### src/design/hrp_pkg.sv
// Package for the hex record parser: beat types, parse phases, status codes
// and the hex digit decoder. No dependencies.
package hrp_pkg;

  // Input beat: one character or an end-of-input mark.
  typedef struct packed {
    logic [7:0] char_in;
    logic       end_of_input;
  } in_t;

  // Result beat: a data byte or a record status.
  typedef struct packed {
    logic        kind;
    logic [2:0]  status;
    logic [7:0]  byte_count;
    logic [15:0] load_address;
    logic [7:0]  byte_index;
    logic [7:0]  data_byte;
  } out_t;

  typedef enum logic [3:0] {
    PH_IDLE    = 4'd0,
    PH_COMMENT = 4'd1,
    PH_COUNT   = 4'd2,
    PH_ADDRH   = 4'd3,
    PH_ADDRL   = 4'd4,
    PH_TYPE    = 4'd5,
    PH_DATA    = 4'd6,
    PH_CKSUM   = 4'd7,
    PH_CR      = 4'd8,
    PH_LF      = 4'd9,
    PH_EOFLINE = 4'd10
  } phase_t;

  // Result kinds.
  localparam logic KIND_DATA   = 1'b0;
  localparam logic KIND_STATUS = 1'b1;

  // Status codes.
  localparam logic [2:0] ST_OK        = 3'd0;
  localparam logic [2:0] ST_EOF       = 3'd1;
  localparam logic [2:0] ST_BAD_START = 3'd2;
  localparam logic [2:0] ST_BAD_DIGIT = 3'd3;
  localparam logic [2:0] ST_CHECKSUM  = 3'd4;
  localparam logic [2:0] ST_ENDED     = 3'd5;

  // Characters of interest.
  localparam logic [7:0] CH_COLON = 8'h3A;
  localparam logic [7:0] CH_SEMI  = 8'h3B;
  localparam logic [7:0] CH_ZERO  = 8'h30;
  localparam logic [7:0] CH_NINE  = 8'h39;
  localparam logic [7:0] CH_A     = 8'h41;
  localparam logic [7:0] CH_F     = 8'h46;
  localparam logic [7:0] CH_SUB   = 8'h1A;
  localparam logic [7:0] CH_CR    = 8'h0D;
  localparam logic [7:0] CH_LF    = 8'h0A;

  // Decoder codes beyond the sixteen digit values.
  localparam logic [4:0] DIG_EOF = 5'd16;
  localparam logic [4:0] DIG_BAD = 5'd17;

  // Maps an upper-case hex character to 0..15, the end-of-file mark to
  // DIG_EOF and anything else to DIG_BAD.
  function automatic logic [4:0] decode_digit(input logic [7:0] ch);
    logic [7:0] diff;
    diff = 8'd0;
    if (ch >= CH_ZERO && ch <= CH_NINE) begin
      diff = ch - CH_ZERO;
      return diff[4:0];
    end else if (ch >= CH_A && ch <= CH_F) begin
      diff = ch - CH_A + 8'd10;
      return diff[4:0];
    end else if (ch == CH_SUB) begin
      return DIG_EOF;
    end
    return DIG_BAD;
  endfunction

endpackage

### src/design/hrp_in_stage.sv
// Input register of the hex record parser: holds one character beat.
// Depends on hrp_pkg for the beat type.
module hrp_in_stage (
  input  logic         clk,
  input  logic         rst_n,
  input  logic         in_valid,
  output logic         in_ready,
  input  hrp_pkg::in_t in_data,
  input  logic         advance,
  output logic         item_valid,
  output hrp_pkg::in_t item
);

  logic         vld_r;
  hrp_pkg::in_t data_r;

  // The register takes a new beat when it is empty or its beat moves on.
  assign in_ready   = !vld_r || advance;
  assign item_valid = vld_r && advance;
  assign item       = data_r;

  always_ff @(posedge clk) begin
    if (!rst_n) begin
      vld_r <= 1'b0;
    end else if (in_ready) begin
      vld_r <= in_valid;
    end
  end

  // Payload needs no reset.
  always_ff @(posedge clk) begin
    if (in_ready && in_valid) begin
      data_r <= in_data;
    end
  end

endmodule

### src/design/hrp_step.sv
// Parser state machine of the hex record parser: handles one character per
// cycle when item_valid is high and forms at most one result. Depends on hrp_pkg.
module hrp_step (
  input  logic          clk,
  input  logic          rst_n,
  input  logic          item_valid,
  input  hrp_pkg::in_t  item,
  output logic          res_valid,
  output hrp_pkg::out_t res
);

  hrp_pkg::phase_t phase_r, phase_nxt;
  logic [3:0]      high_nibble_r, high_nibble_nxt;
  logic            second_digit_r, second_digit_nxt;
  logic [7:0]      record_length_r, record_length_nxt;
  logic [15:0]     address_r, address_nxt;
  logic [7:0]      running_sum_r, running_sum_nxt;
  logic [7:0]      bytes_seen_r, bytes_seen_nxt;

  logic [7:0] ch;
  logic       ended;
  logic [4:0] dig;
  logic [7:0] value;
  logic [7:0] seen_inc;
  logic [7:0] sum_want;
  logic       emit;
  logic [2:0] emit_code;

  assign ch         = item.char_in;
  assign ended      = item.end_of_input;
  assign dig        = hrp_pkg::decode_digit(ch);
  assign value      = {high_nibble_r, dig[3:0]};
  assign seen_inc   = bytes_seen_r + 8'd1;
  assign sum_want   = 8'd0 - running_sum_r;

  // State registers advance only when a character is handled.
  always_ff @(posedge clk) begin
    if (!rst_n) begin
      phase_r         <= hrp_pkg::PH_IDLE;
      high_nibble_r   <= 4'd0;
      second_digit_r  <= 1'b0;
      record_length_r <= 8'd0;
      address_r       <= 16'd0;
      running_sum_r   <= 8'd0;
      bytes_seen_r    <= 8'd0;
    end else if (item_valid) begin
      phase_r         <= phase_nxt;
      high_nibble_r   <= high_nibble_nxt;
      second_digit_r  <= second_digit_nxt;
      record_length_r <= record_length_nxt;
      address_r       <= address_nxt;
      running_sum_r   <= running_sum_nxt;
      bytes_seen_r    <= bytes_seen_nxt;
    end
  end

  // Next state and result for the current character.
  always_comb begin
    phase_nxt         = phase_r;
    high_nibble_nxt   = high_nibble_r;
    second_digit_nxt  = second_digit_r;
    record_length_nxt = record_length_r;
    address_nxt       = address_r;
    running_sum_nxt   = running_sum_r;
    bytes_seen_nxt    = bytes_seen_r;
    emit              = 1'b0;
    emit_code         = hrp_pkg::ST_OK;
    res_valid         = 1'b0;
    res.kind          = hrp_pkg::KIND_DATA;
    res.status        = hrp_pkg::ST_OK;
    res.byte_count    = record_length_r;
    res.load_address  = address_r;
    res.byte_index    = 8'd0;
    res.data_byte     = 8'd0;

    unique case (phase_r)
      hrp_pkg::PH_IDLE: begin
        if (ended) begin
          emit      = 1'b1;
          emit_code = hrp_pkg::ST_BAD_START;
        end else if (ch == hrp_pkg::CH_COLON || ch == hrp_pkg::CH_SEMI) begin
          record_length_nxt = 8'd0;
          address_nxt       = 16'd0;
          running_sum_nxt   = 8'd0;
          bytes_seen_nxt    = 8'd0;
          second_digit_nxt  = 1'b0;
          phase_nxt = (ch == hrp_pkg::CH_COLON) ? hrp_pkg::PH_COUNT : hrp_pkg::PH_COMMENT;
        end else begin
          emit      = 1'b1;
          emit_code = hrp_pkg::ST_BAD_START;
        end
      end
      hrp_pkg::PH_COMMENT: begin
        if (ended) begin
          emit      = 1'b1;
          emit_code = hrp_pkg::ST_ENDED;
        end else if (ch == hrp_pkg::CH_COLON) begin
          phase_nxt = hrp_pkg::PH_COUNT;
        end
      end
      hrp_pkg::PH_EOFLINE: begin
        if (ended) begin
          emit      = 1'b1;
          emit_code = hrp_pkg::ST_ENDED;
        end else if (ch == hrp_pkg::CH_LF) begin
          emit      = 1'b1;
          emit_code = hrp_pkg::ST_EOF;
        end else if (ch != hrp_pkg::CH_ZERO && ch != hrp_pkg::CH_CR) begin
          emit      = 1'b1;
          emit_code = hrp_pkg::ST_BAD_START;
        end
      end
      hrp_pkg::PH_CR: begin
        if (ended || ch != hrp_pkg::CH_CR) begin
          emit      = 1'b1;
          emit_code = hrp_pkg::ST_BAD_DIGIT;
        end else begin
          phase_nxt = hrp_pkg::PH_LF;
        end
      end
      hrp_pkg::PH_LF: begin
        emit = 1'b1;
        if (ended || ch != hrp_pkg::CH_LF) begin
          emit_code = hrp_pkg::ST_BAD_DIGIT;
        end else begin
          emit_code = hrp_pkg::ST_OK;
        end
      end
      hrp_pkg::PH_COUNT, hrp_pkg::PH_ADDRH, hrp_pkg::PH_ADDRL,
      hrp_pkg::PH_TYPE, hrp_pkg::PH_DATA, hrp_pkg::PH_CKSUM: begin
        // Hex pair: the first digit is held, the second completes a byte.
        if (ended) begin
          emit      = 1'b1;
          emit_code = hrp_pkg::ST_ENDED;
        end else if (dig == hrp_pkg::DIG_EOF) begin
          emit      = 1'b1;
          emit_code = hrp_pkg::ST_EOF;
        end else if (dig == hrp_pkg::DIG_BAD) begin
          emit      = 1'b1;
          emit_code = hrp_pkg::ST_BAD_DIGIT;
        end else if (!second_digit_r) begin
          high_nibble_nxt  = dig[3:0];
          second_digit_nxt = 1'b1;
        end else begin
          second_digit_nxt = 1'b0;
          priority case (phase_r)
            hrp_pkg::PH_COUNT: begin
              if (value == 8'd0) begin
                phase_nxt = hrp_pkg::PH_EOFLINE;
              end else begin
                record_length_nxt = value;
                running_sum_nxt   = value;
                phase_nxt         = hrp_pkg::PH_ADDRH;
              end
            end
            hrp_pkg::PH_ADDRH: begin
              address_nxt     = {value, 8'd0};
              running_sum_nxt = running_sum_r + value;
              phase_nxt       = hrp_pkg::PH_ADDRL;
            end
            hrp_pkg::PH_ADDRL: begin
              address_nxt     = {address_r[15:8], value};
              running_sum_nxt = running_sum_r + value;
              phase_nxt       = hrp_pkg::PH_TYPE;
            end
            hrp_pkg::PH_TYPE: begin
              bytes_seen_nxt = 8'd0;
              phase_nxt      = hrp_pkg::PH_DATA;
            end
            hrp_pkg::PH_DATA: begin
              res_valid       = 1'b1;
              res.byte_index  = bytes_seen_r;
              res.data_byte   = value;
              running_sum_nxt = running_sum_r + value;
              bytes_seen_nxt  = seen_inc;
              if (seen_inc >= record_length_r) begin
                phase_nxt = hrp_pkg::PH_CKSUM;
              end
            end
            default: begin
              // Checksum byte: must equal the negated running sum.
              if (sum_want != value) begin
                emit      = 1'b1;
                emit_code = hrp_pkg::ST_CHECKSUM;
              end else begin
                phase_nxt = hrp_pkg::PH_CR;
              end
            end
          endcase
        end
      end
      default: begin
        phase_nxt = hrp_pkg::PH_IDLE;
      end
    endcase

    // Any status ends the record and returns to idle.
    if (emit) begin
      res_valid        = 1'b1;
      res.kind         = hrp_pkg::KIND_STATUS;
      res.status       = emit_code;
      res.byte_index   = 8'd0;
      res.data_byte    = 8'd0;
      phase_nxt        = hrp_pkg::PH_IDLE;
      second_digit_nxt = 1'b0;
      high_nibble_nxt  = 4'd0;
    end

    res_valid = res_valid && item_valid;
  end

endmodule

### src/design/hrp_out_stage.sv
// Result register of the hex record parser: holds one result beat until
// taken. Depends on hrp_pkg for the beat type.
module hrp_out_stage (
  input  logic          clk,
  input  logic          rst_n,
  input  logic          res_valid,
  input  hrp_pkg::out_t res,
  output logic          advance,
  output logic          out_valid,
  input  logic          out_ready,
  output hrp_pkg::out_t out_data
);

  logic          vld_r;
  hrp_pkg::out_t data_r;

  // The pipeline moves whenever the result register is free or drained.
  assign advance   = !vld_r || out_ready;
  assign out_valid = vld_r;
  assign out_data  = data_r;

  always_ff @(posedge clk) begin
    if (!rst_n) begin
      vld_r <= 1'b0;
    end else if (advance) begin
      vld_r <= res_valid;
    end
  end

  always_ff @(posedge clk) begin
    if (advance && res_valid) begin
      data_r <= res;
    end
  end

endmodule

### src/design/hex_record_parser.sv
// Top level of the hex record parser: input register, parser state machine
// and result register. Depends on hrp_pkg and the hrp_* modules.
//
// Parses Intel HEX text one character beat per cycle unless the result
// register is held: with out_ready held high a new beat is accepted on
// every clock. A beat's result, if any, passes on its way to the output
// through the input register, where the beat waits, and the result
// register, which captures its result; the parser state machine between
// them decides each character combinationally. Data bytes come out as they
// complete, followed by one status beat per record.
module hex_record_parser (
  input  logic          clk,
  input  logic          rst_n,
  input  logic          in_valid,
  output logic          in_ready,
  input  hrp_pkg::in_t  in_data,
  output logic          out_valid,
  input  logic          out_ready,
  output hrp_pkg::out_t out_data
);

  logic          advance;
  logic          item_valid;
  hrp_pkg::in_t  item;
  logic          res_valid;
  hrp_pkg::out_t res;

  hrp_in_stage u_in (
    .clk        (clk),
    .rst_n      (rst_n),
    .in_valid   (in_valid),
    .in_ready   (in_ready),
    .in_data    (in_data),
    .advance    (advance),
    .item_valid (item_valid),
    .item       (item)
  );

  hrp_step u_step (
    .clk        (clk),
    .rst_n      (rst_n),
    .item_valid (item_valid),
    .item       (item),
    .res_valid  (res_valid),
    .res        (res)
  );

  hrp_out_stage u_out (
    .clk       (clk),
    .rst_n     (rst_n),
    .res_valid (res_valid),
    .res       (res),
    .advance   (advance),
    .out_valid (out_valid),
    .out_ready (out_ready),
    .out_data  (out_data)
  );

endmodule

### config.mk
export PLATFORM = sky130hd
export DESIGN_NAME = hex_record_parser
export DESIGN_NICKNAME = d
export VERILOG_FILES = /design/src/design/hrp_pkg.sv /design/src/design/hrp_in_stage.sv /design/src/design/hrp_step.sv /design/src/design/hrp_out_stage.sv /design/src/design/hex_record_parser.sv
export SDC_FILE = /design/constraint.sdc
export NUM_CORES = 1
export LEC_CHECK = 0
export BUFFER_PORTS_ARGS = -buffer_cell sky130_fd_sc_hd__buf_2
export CAP_MARGIN = 0
export CORE_AREA = 2 2 103 105
export CTS_CLUSTER_DIAMETER = 120
export DETAILED_ROUTE_END_ITERATION = 12
export DIE_AREA = 0 0 105 107
export HOLD_SLACK_MARGIN = 0.06
export PLACE_DENSITY_LB_ADDON = 0.2
export SKIP_CTS_REPAIR_TIMING = 1
export SLEW_MARGIN = 5
export SYNTH_ARGS = -nofsm -noshare
export SYNTH_HDL_FRONTEND = slang
export SYNTH_HIERARCHICAL = 1
export SYNTH_SLANG_ARGS = --single-unit
### constraint.sdc
create_clock -name clk -period 5.15 [get_ports clk]
set_clock_uncertainty 0.15 [all_clocks]
set_input_delay 0.7725 -clock clk [delete_from_list [all_inputs] [get_ports clk]]
set_output_delay 0.7725 -clock clk [all_outputs]
set_load 0.005 [all_outputs]
# Word-level counts from Yosys, hierarchy flattened
# Cells that the tools add are included.
totals:
  mem_bits_ro: 0
  mem_bits_rw: 0
  latch_bits: 0
  register_bits: 104
  mem_count: 0
op_classes:
  n_eq_ne: 50
  n_reduce_logical: 32
  n_lt_le_gt_ge: 5
  multipliers: 0
  bitwise: 3
  n_shift: 0
  mux: 103
  div: 0
  add_sub_neg: 6
op_table:
  columns: ["operator", "n"]
  rows:
  - ["2-to-1 mux 8 bit", 16]
  - ["2-to-1 mux 16 bit", 6]
  - ["2-to-1 mux 4 bit", 20]
  - ["one-hot mux 8 bit (2 select lines)", 5]
  - ["one-hot mux 16 bit (2 select lines)", 2]
  - ["one-hot mux 4 bit (5 select lines)", 2]
  - ["2-to-1 mux 1 bit", 30]
  - ["2-to-1 mux 3 bit", 10]
  - ["AND reduction 10 bit", 3]
  - ["!= test 3 x 2 -> 1 bit (second input constant)", 7]
  - ["2-to-1 mux 5 bit", 4]
  - ["one-hot mux 3 bit (6 select lines)", 1]
  - ["AND reduction 9 bit", 2]
  - ["equality test 4 x 3 -> 1 bit (second input constant)", 4]
  - ["equality test 8 x 6 -> 1 bit (second input constant)", 2]
  - ["!= test 2 x 1 -> 1 bit (second input constant)", 8]
  - ["!= test 8 x 4 -> 1 bit (second input constant)", 2]
  - ["!= test 3 x 1 -> 1 bit (second input constant)", 5]
  - ["!= test 2 bit (second input constant)", 7]
  - ["AND reduction 13 bit", 1]
  - ["equality test 4 bit (second input constant)", 3]
  - ["equality test 5 bit (second input constant)", 2]
  - ["2-to-1 mux 2 bit", 5]
  - ["adder 8 x 1 -> 8 bit (second input constant)", 1]
  - ["36 further kinds", 51]

# Depth between registers and ports, before layout
logic_depth:
  word_depth: 16
  ltp_mapped: 18

# Cells and area by module
# Netlist, hierarchy kept.
modules_own_cells:
  columns: ["module", "n_inst", "area_each_um2", "cells_each"]
  rows:
  - ["hrp_step", 1, 3777.4, 515]
  - ["hrp_out_stage", 1, 1378.8, 49]
  - ["hrp_in_stage", 1, 335.3, 15]

# Worst setup path before layout
# OpenSTA, ideal clock, no wires.
synth_timing:
  path_type: "register to register"
  start: "reg u_in.data_r (netlist bit u_in/item[1])"
  end: "reg u_step.running_sum_r[7]"
  slack_ns: 1.552
  setup_time_ns: 0.091
  period_less_slack_ns: 3.598
  stages_incl_launch_ff: 16
  required_time_ns: 4.909
  path_buffers: 0
  t_arrival_ns: 3.357
  path_cell_list: "edfxtp_1 > inv_1 > ha_1 > nand2b_1 > o31ai_1 > o21a_1 > nor2_1 > ha_1 > a21o_1 > a21oi_1 > o21bai_1 > a21oi_1 > o21ai_0 > or3_1 > mux2_2 > a311oi_1"
synth_via:
  elab_chain_cells: 12
synth_lines:
  columns: ["item", "line_no", "source"]
  rows:
  - ["start: declaration", "hrp_in_stage.sv:15", "hrp_pkg::in_t data_r;"]
  - ["start signal: assignment", "hrp_in_stage.sv:33", "data_r <= in_data;"]
  - ["subtractor 5 x 1 -> 5 bit, or another cell as far along", "hrp_pkg.sv:71", "diff = ch - CH_A + 8'd10;"]
  - ["adder 5 x 4 -> 5 bit, or another cell as far along", "hrp_pkg.sv:71", null]
  - ["2-to-1 mux 5 bit or 2-to-1 mux 1 bit (tied branches)", "hrp_pkg.sv:70", "end else if (ch >= CH_A && ch <= CH_F) begin"]
  - ["2-to-1 mux 5 bit or 2-to-1 mux 1 bit (tied branches)", "hrp_pkg.sv:67", "if (ch >= CH_ZERO && ch <= CH_NINE) begin"]
  - ["2-to-1 mux 5 bit", "hrp_pkg.sv:76", "return DIG_BAD;"]
  - ["adder 8 bit", "hrp_step.sv:158, hrp_step.sv:163, hrp_step.sv:174", null]
  - ["one-hot mux 8 bit (2 select lines)", "hrp_step.sv:146", "priority case (phase_r)"]
  - ["2-to-1 mux 8 bit", "hrp_step.sv:141", "end else if (!second_digit_r) begin"]
  - ["2-to-1 mux 8 bit", "hrp_step.sv:138", "end else if (dig == hrp_pkg::DIG_BAD) begin"]
  - ["2-to-1 mux 8 bit", "hrp_step.sv:135", "end else if (dig == hrp_pkg::DIG_EOF) begin"]
  - ["2-to-1 mux 8 bit", "hrp_step.sv:132", "if (ended) begin"]
  - ["one-hot mux 8 bit (2 select lines)", "hrp_step.sv:76", "unique case (phase_r)"]
  - ["end signal: assignment", "hrp_step.sv:52", "running_sum_r <= running_sum_nxt;"]
  - ["end: declaration", "hrp_step.sv:17", "logic [7:0] running_sum_r, running_sum_nxt;"]
# Several ways; a longest one is shown, not always the timed one. The select of a mux whose other input is x is not followed.
# A chain may end at the register's enable or synchronous reset.

# Worst setup path after layout
# Ends and elaborated chain as after synthesis.

==> run metrics <==
status=finished clean; Vias=4,417; yosys warns=6; Synth cell types=74; ys async rst share=0%; fmax=0.248 GHz; element type at the critical path end=flop; Die H=107 um; worst min path class=reg2reg; WL/cell=16.7 um; critical path depth=15; sequential element share of the synthesized area=47.6%; clock root cell=clkbuf_8; Comb pwr share=5.0%; sinks on the clock net=104; family with the most delay on the worst path=compound AO/OA/AOI/OAI gates; unrepaired setup endpoints after global routing=false; Hold Crit Depth=0; top_reg_cell synth=edfxtp_1; H-tree Lvls=3; Post-Syn Nets=614; Clk pwr share=34.6%; Reg2Reg Setup Slack=1120 ps; syn avg cell area=9.48 um2; clock-pin slew on the worst setup and hold paths=110 ps; Critical Path Fanout Max=8; Port Buffers=58; Mapped Cells=579; R2R cell count=15; Worst Setup Start Kind=flop; Setup Viol. Count Final=0; initial antenna violation count=0; synthesized area=5490 um2; HPWL Detailed=9100 um; post-detailed-route count of antenna-violating nets=0; final wirelength=12,600 um; first-pass GRT wire length=21,100 um; area share of the leading cell type in the synthesized netlist=29.0%; clk buf depth=2; Post-Place Cells=743; First DRT Iteration DRCs=392; GRT Total Usage=23.4%; Tmin final=4030 ps; final core occ=59.8%; Crit path largest cell delay=460 ps; worst slew pin tran=1290 ps; largest net degree at the start of global routing=45; Slew Limit Headroom=14.2%; Die ar.=11,200 um2; Fillers=918; Sw Ratio=25.3%; Seq pwr share=60.3%; Die X-Extent=105 um; buffers and inverters on the worst path=1; TNS Setup=0 ps; clock latency on the worst-skew pair=370 ps; routed vias/inst=5.82; P per Cell Area=247 nW/um2; Worst VDD drop=145 uV; critical path class=reg2reg; Post-synth EDFFs=53; core area=10,100 um2; CTS tree=done; Crit-path slowest cell=edfxtp_1; share of layout cells above drive strength 1=15.4%; final worst path period share=78.2%; post-synthesis register bit count=104; Area Overhead vs Synth=9.84%; largest cells by area after synthesis=edfxtp_1, dfxtp_1, ha_1; P_int=1.11 mW; WHS=292 ps; # rows=37; Switch Pwr=0.377 mW; Antenna diodes=0; max-cap viol count=0; CTS Buf Count=9; vias in the first global route=4,233; Starting Density=54.4%; arrival time at the worst endpoint=4150 ps; Final nets=653; final cell count without fillers=759; final max-slew violation count=0; required time worst endpoint=5280 ps; Cell Chain, Critical Path=inv_1 > ha_1 > nand2b_1 > o31ai_1 > o21a_1 > nor2_1 > ha_1 > a21o_1 > a21oi_1 > o21bai_1 > a21oi_1 > o21ai_0 > or3_1 > mux2_2 > a311oi_1; Yosys top cell by area=edfxtp_1; Leakage=2.21 nW; placer congestion estimate=0.917; grt ovf=0; Final Hold Fails=0; I/O pin count=59; DRT Pass-1 Iters=5; # DRC=0
## logic make-up after synthesis
| logic type | count (synthesis) | synth area share [%] |
|---|---|---|
| AOI/OAI and AO/OA | 128 | 15.3 |
| xor gates and xnor gates | 15 | 2.39 |
| adders and majority gates | 22 | 5.15 |
| buffers and inverters | 61 | 4.44 |
| DFF | 104 | 47.6 |
| muxes | 19 | 3.60 |
| and+or+nand+nor | 230 | 21.5 |
## per-layer routing
metal	global-route usage [%]	wire length, um	vias to the layer above
met4	7.71	200	0
met5	0	0	-
met3	3.22	780	19
met2	38.9	5950	175
li1	-	-	2136
met1	31.5	5720	2087
## power groups by stage
| stage | logic (mW) | clock network, mW | registers, mW |
|---|---|---|---|
| floorplan | 0.0444 | 0 | 0.917 |
| finish | 0.0753 | 0.517 | 0.900 |
| global placement | 0.0748 | 0 | 0.918 |
| detailed placement | 0.0754 | 0 | 0.919 |
| CTS | 0.0758 | 0.529 | 0.900 |
| global route | 0.0834 | 0.561 | 0.903 |
## final cells by class
class / instances / area (um2) / area share [%]
clock buffers: 9 / 124 / 2.05
repair buffers: 60 / 305 / 5.06
inverters: 29 / 109 / 1.80
clock inverters: 7 / 76.3 / 1.27
flip-flops and latches: 104 / 2610 / 43.3
multi-input cells: 414 / 2640 / 43.7
well taps: 136 / 170 / 2.82
## final timing paths
kind / endpoint / startpoint
setup / recovery: u_step/running_sum_r[7] / u_in/item[1]
hold / removal: u_out/out_data[31] / u_step/address_r[15]
setup reg to reg: u_step/running_sum_r[7] / u_in/item[1]
hold reg to reg: u_out/out_data[31] / u_step/address_r[15]
## cells in the mapped netlist, types with 3 or more instances
cell type and instances:
nor2_1 61, edfxtp_1 53, nand2_1 52, dfxtp_1 51
a21oi_1 43, inv_1 29, clkbuf_1 26, ha_1 21
o21ai_0 21, nand3_1 20, nor3_1 17, and2_1 16
mux2i_1 13, nand2b_1 12, nor2b_1 9, xnor2_1 9
mux2_2 6, or3_1 6, xor2_1 6, a211oi_1 5
a31oi_1 5, and3_1 5, or4_1 5, a21o_1 4
a22o_1 4, o21a_1 4, buf_2 3, o211ai_1 3
o21ai_1 3, o21bai_1 3, o31ai_1 3, o32ai_1 3
## registers in the layout, indices dropped and copies added, names as in the netlist
register                cells
u_step/running_sum_r        8
u_out/out_data             44
u_in/vld_r                  1
u_out/out_valid             1
u_step/address_r           16
u_step/record_length_r      8
u_step/high_nibble_r        4
u_in/item                   9
u_step/bytes_seen_r         8
u_step/second_digit_r       1
u_step/phase_r              4
## stage by stage
step / area, um2 / total power, mW / worst slack [ps]
after floorplan: 5490 / 0.962 / 1550
after global placement: 5830 / 0.993 / 1300
after detailed placement: 5830 / 0.994 / 1210
after CTS: 6030 / 1.50 / 1150
after global routing: 6030 / 1.55 / 846
final: 6030 / 1.49 / 1120
## cell usage in the layout, fill, tap and decap left out, types with 4 or more instances in the layout
cell type | synthesis | layout
mux2_2 | 6 | 6
nor2b_1 | 9 | 9
nand2b_1 | 12 | 12
o21a_1 | 4 | 4
mux2i_1 | 13 | 13
or3_1 | 6 | 6
a22o_1 | 4 | 4
edfxtp_1 | 53 | 53
or4_1 | 5 | 5
clkbuf_8 | 0 | 9
buf_2 | 3 | 58
and3_1 | 5 | 5
nand2_1 | 52 | 52
a21oi_1 | 43 | 43
nor2_1 | 61 | 61
a211oi_1 | 5 | 5
a31oi_1 | 5 | 5
inv_1 | 29 | 29
dfxtp_1 | 51 | 51
nor3_1 | 17 | 17
ha_1 | 21 | 21
and2_1 | 16 | 16
a21o_1 | 4 | 4
xor2_1 | 6 | 6
o21ai_0 | 21 | 21
nand3_1 | 20 | 20
xnor2_1 | 9 | 9
Power figures use the tool's default switching activity.
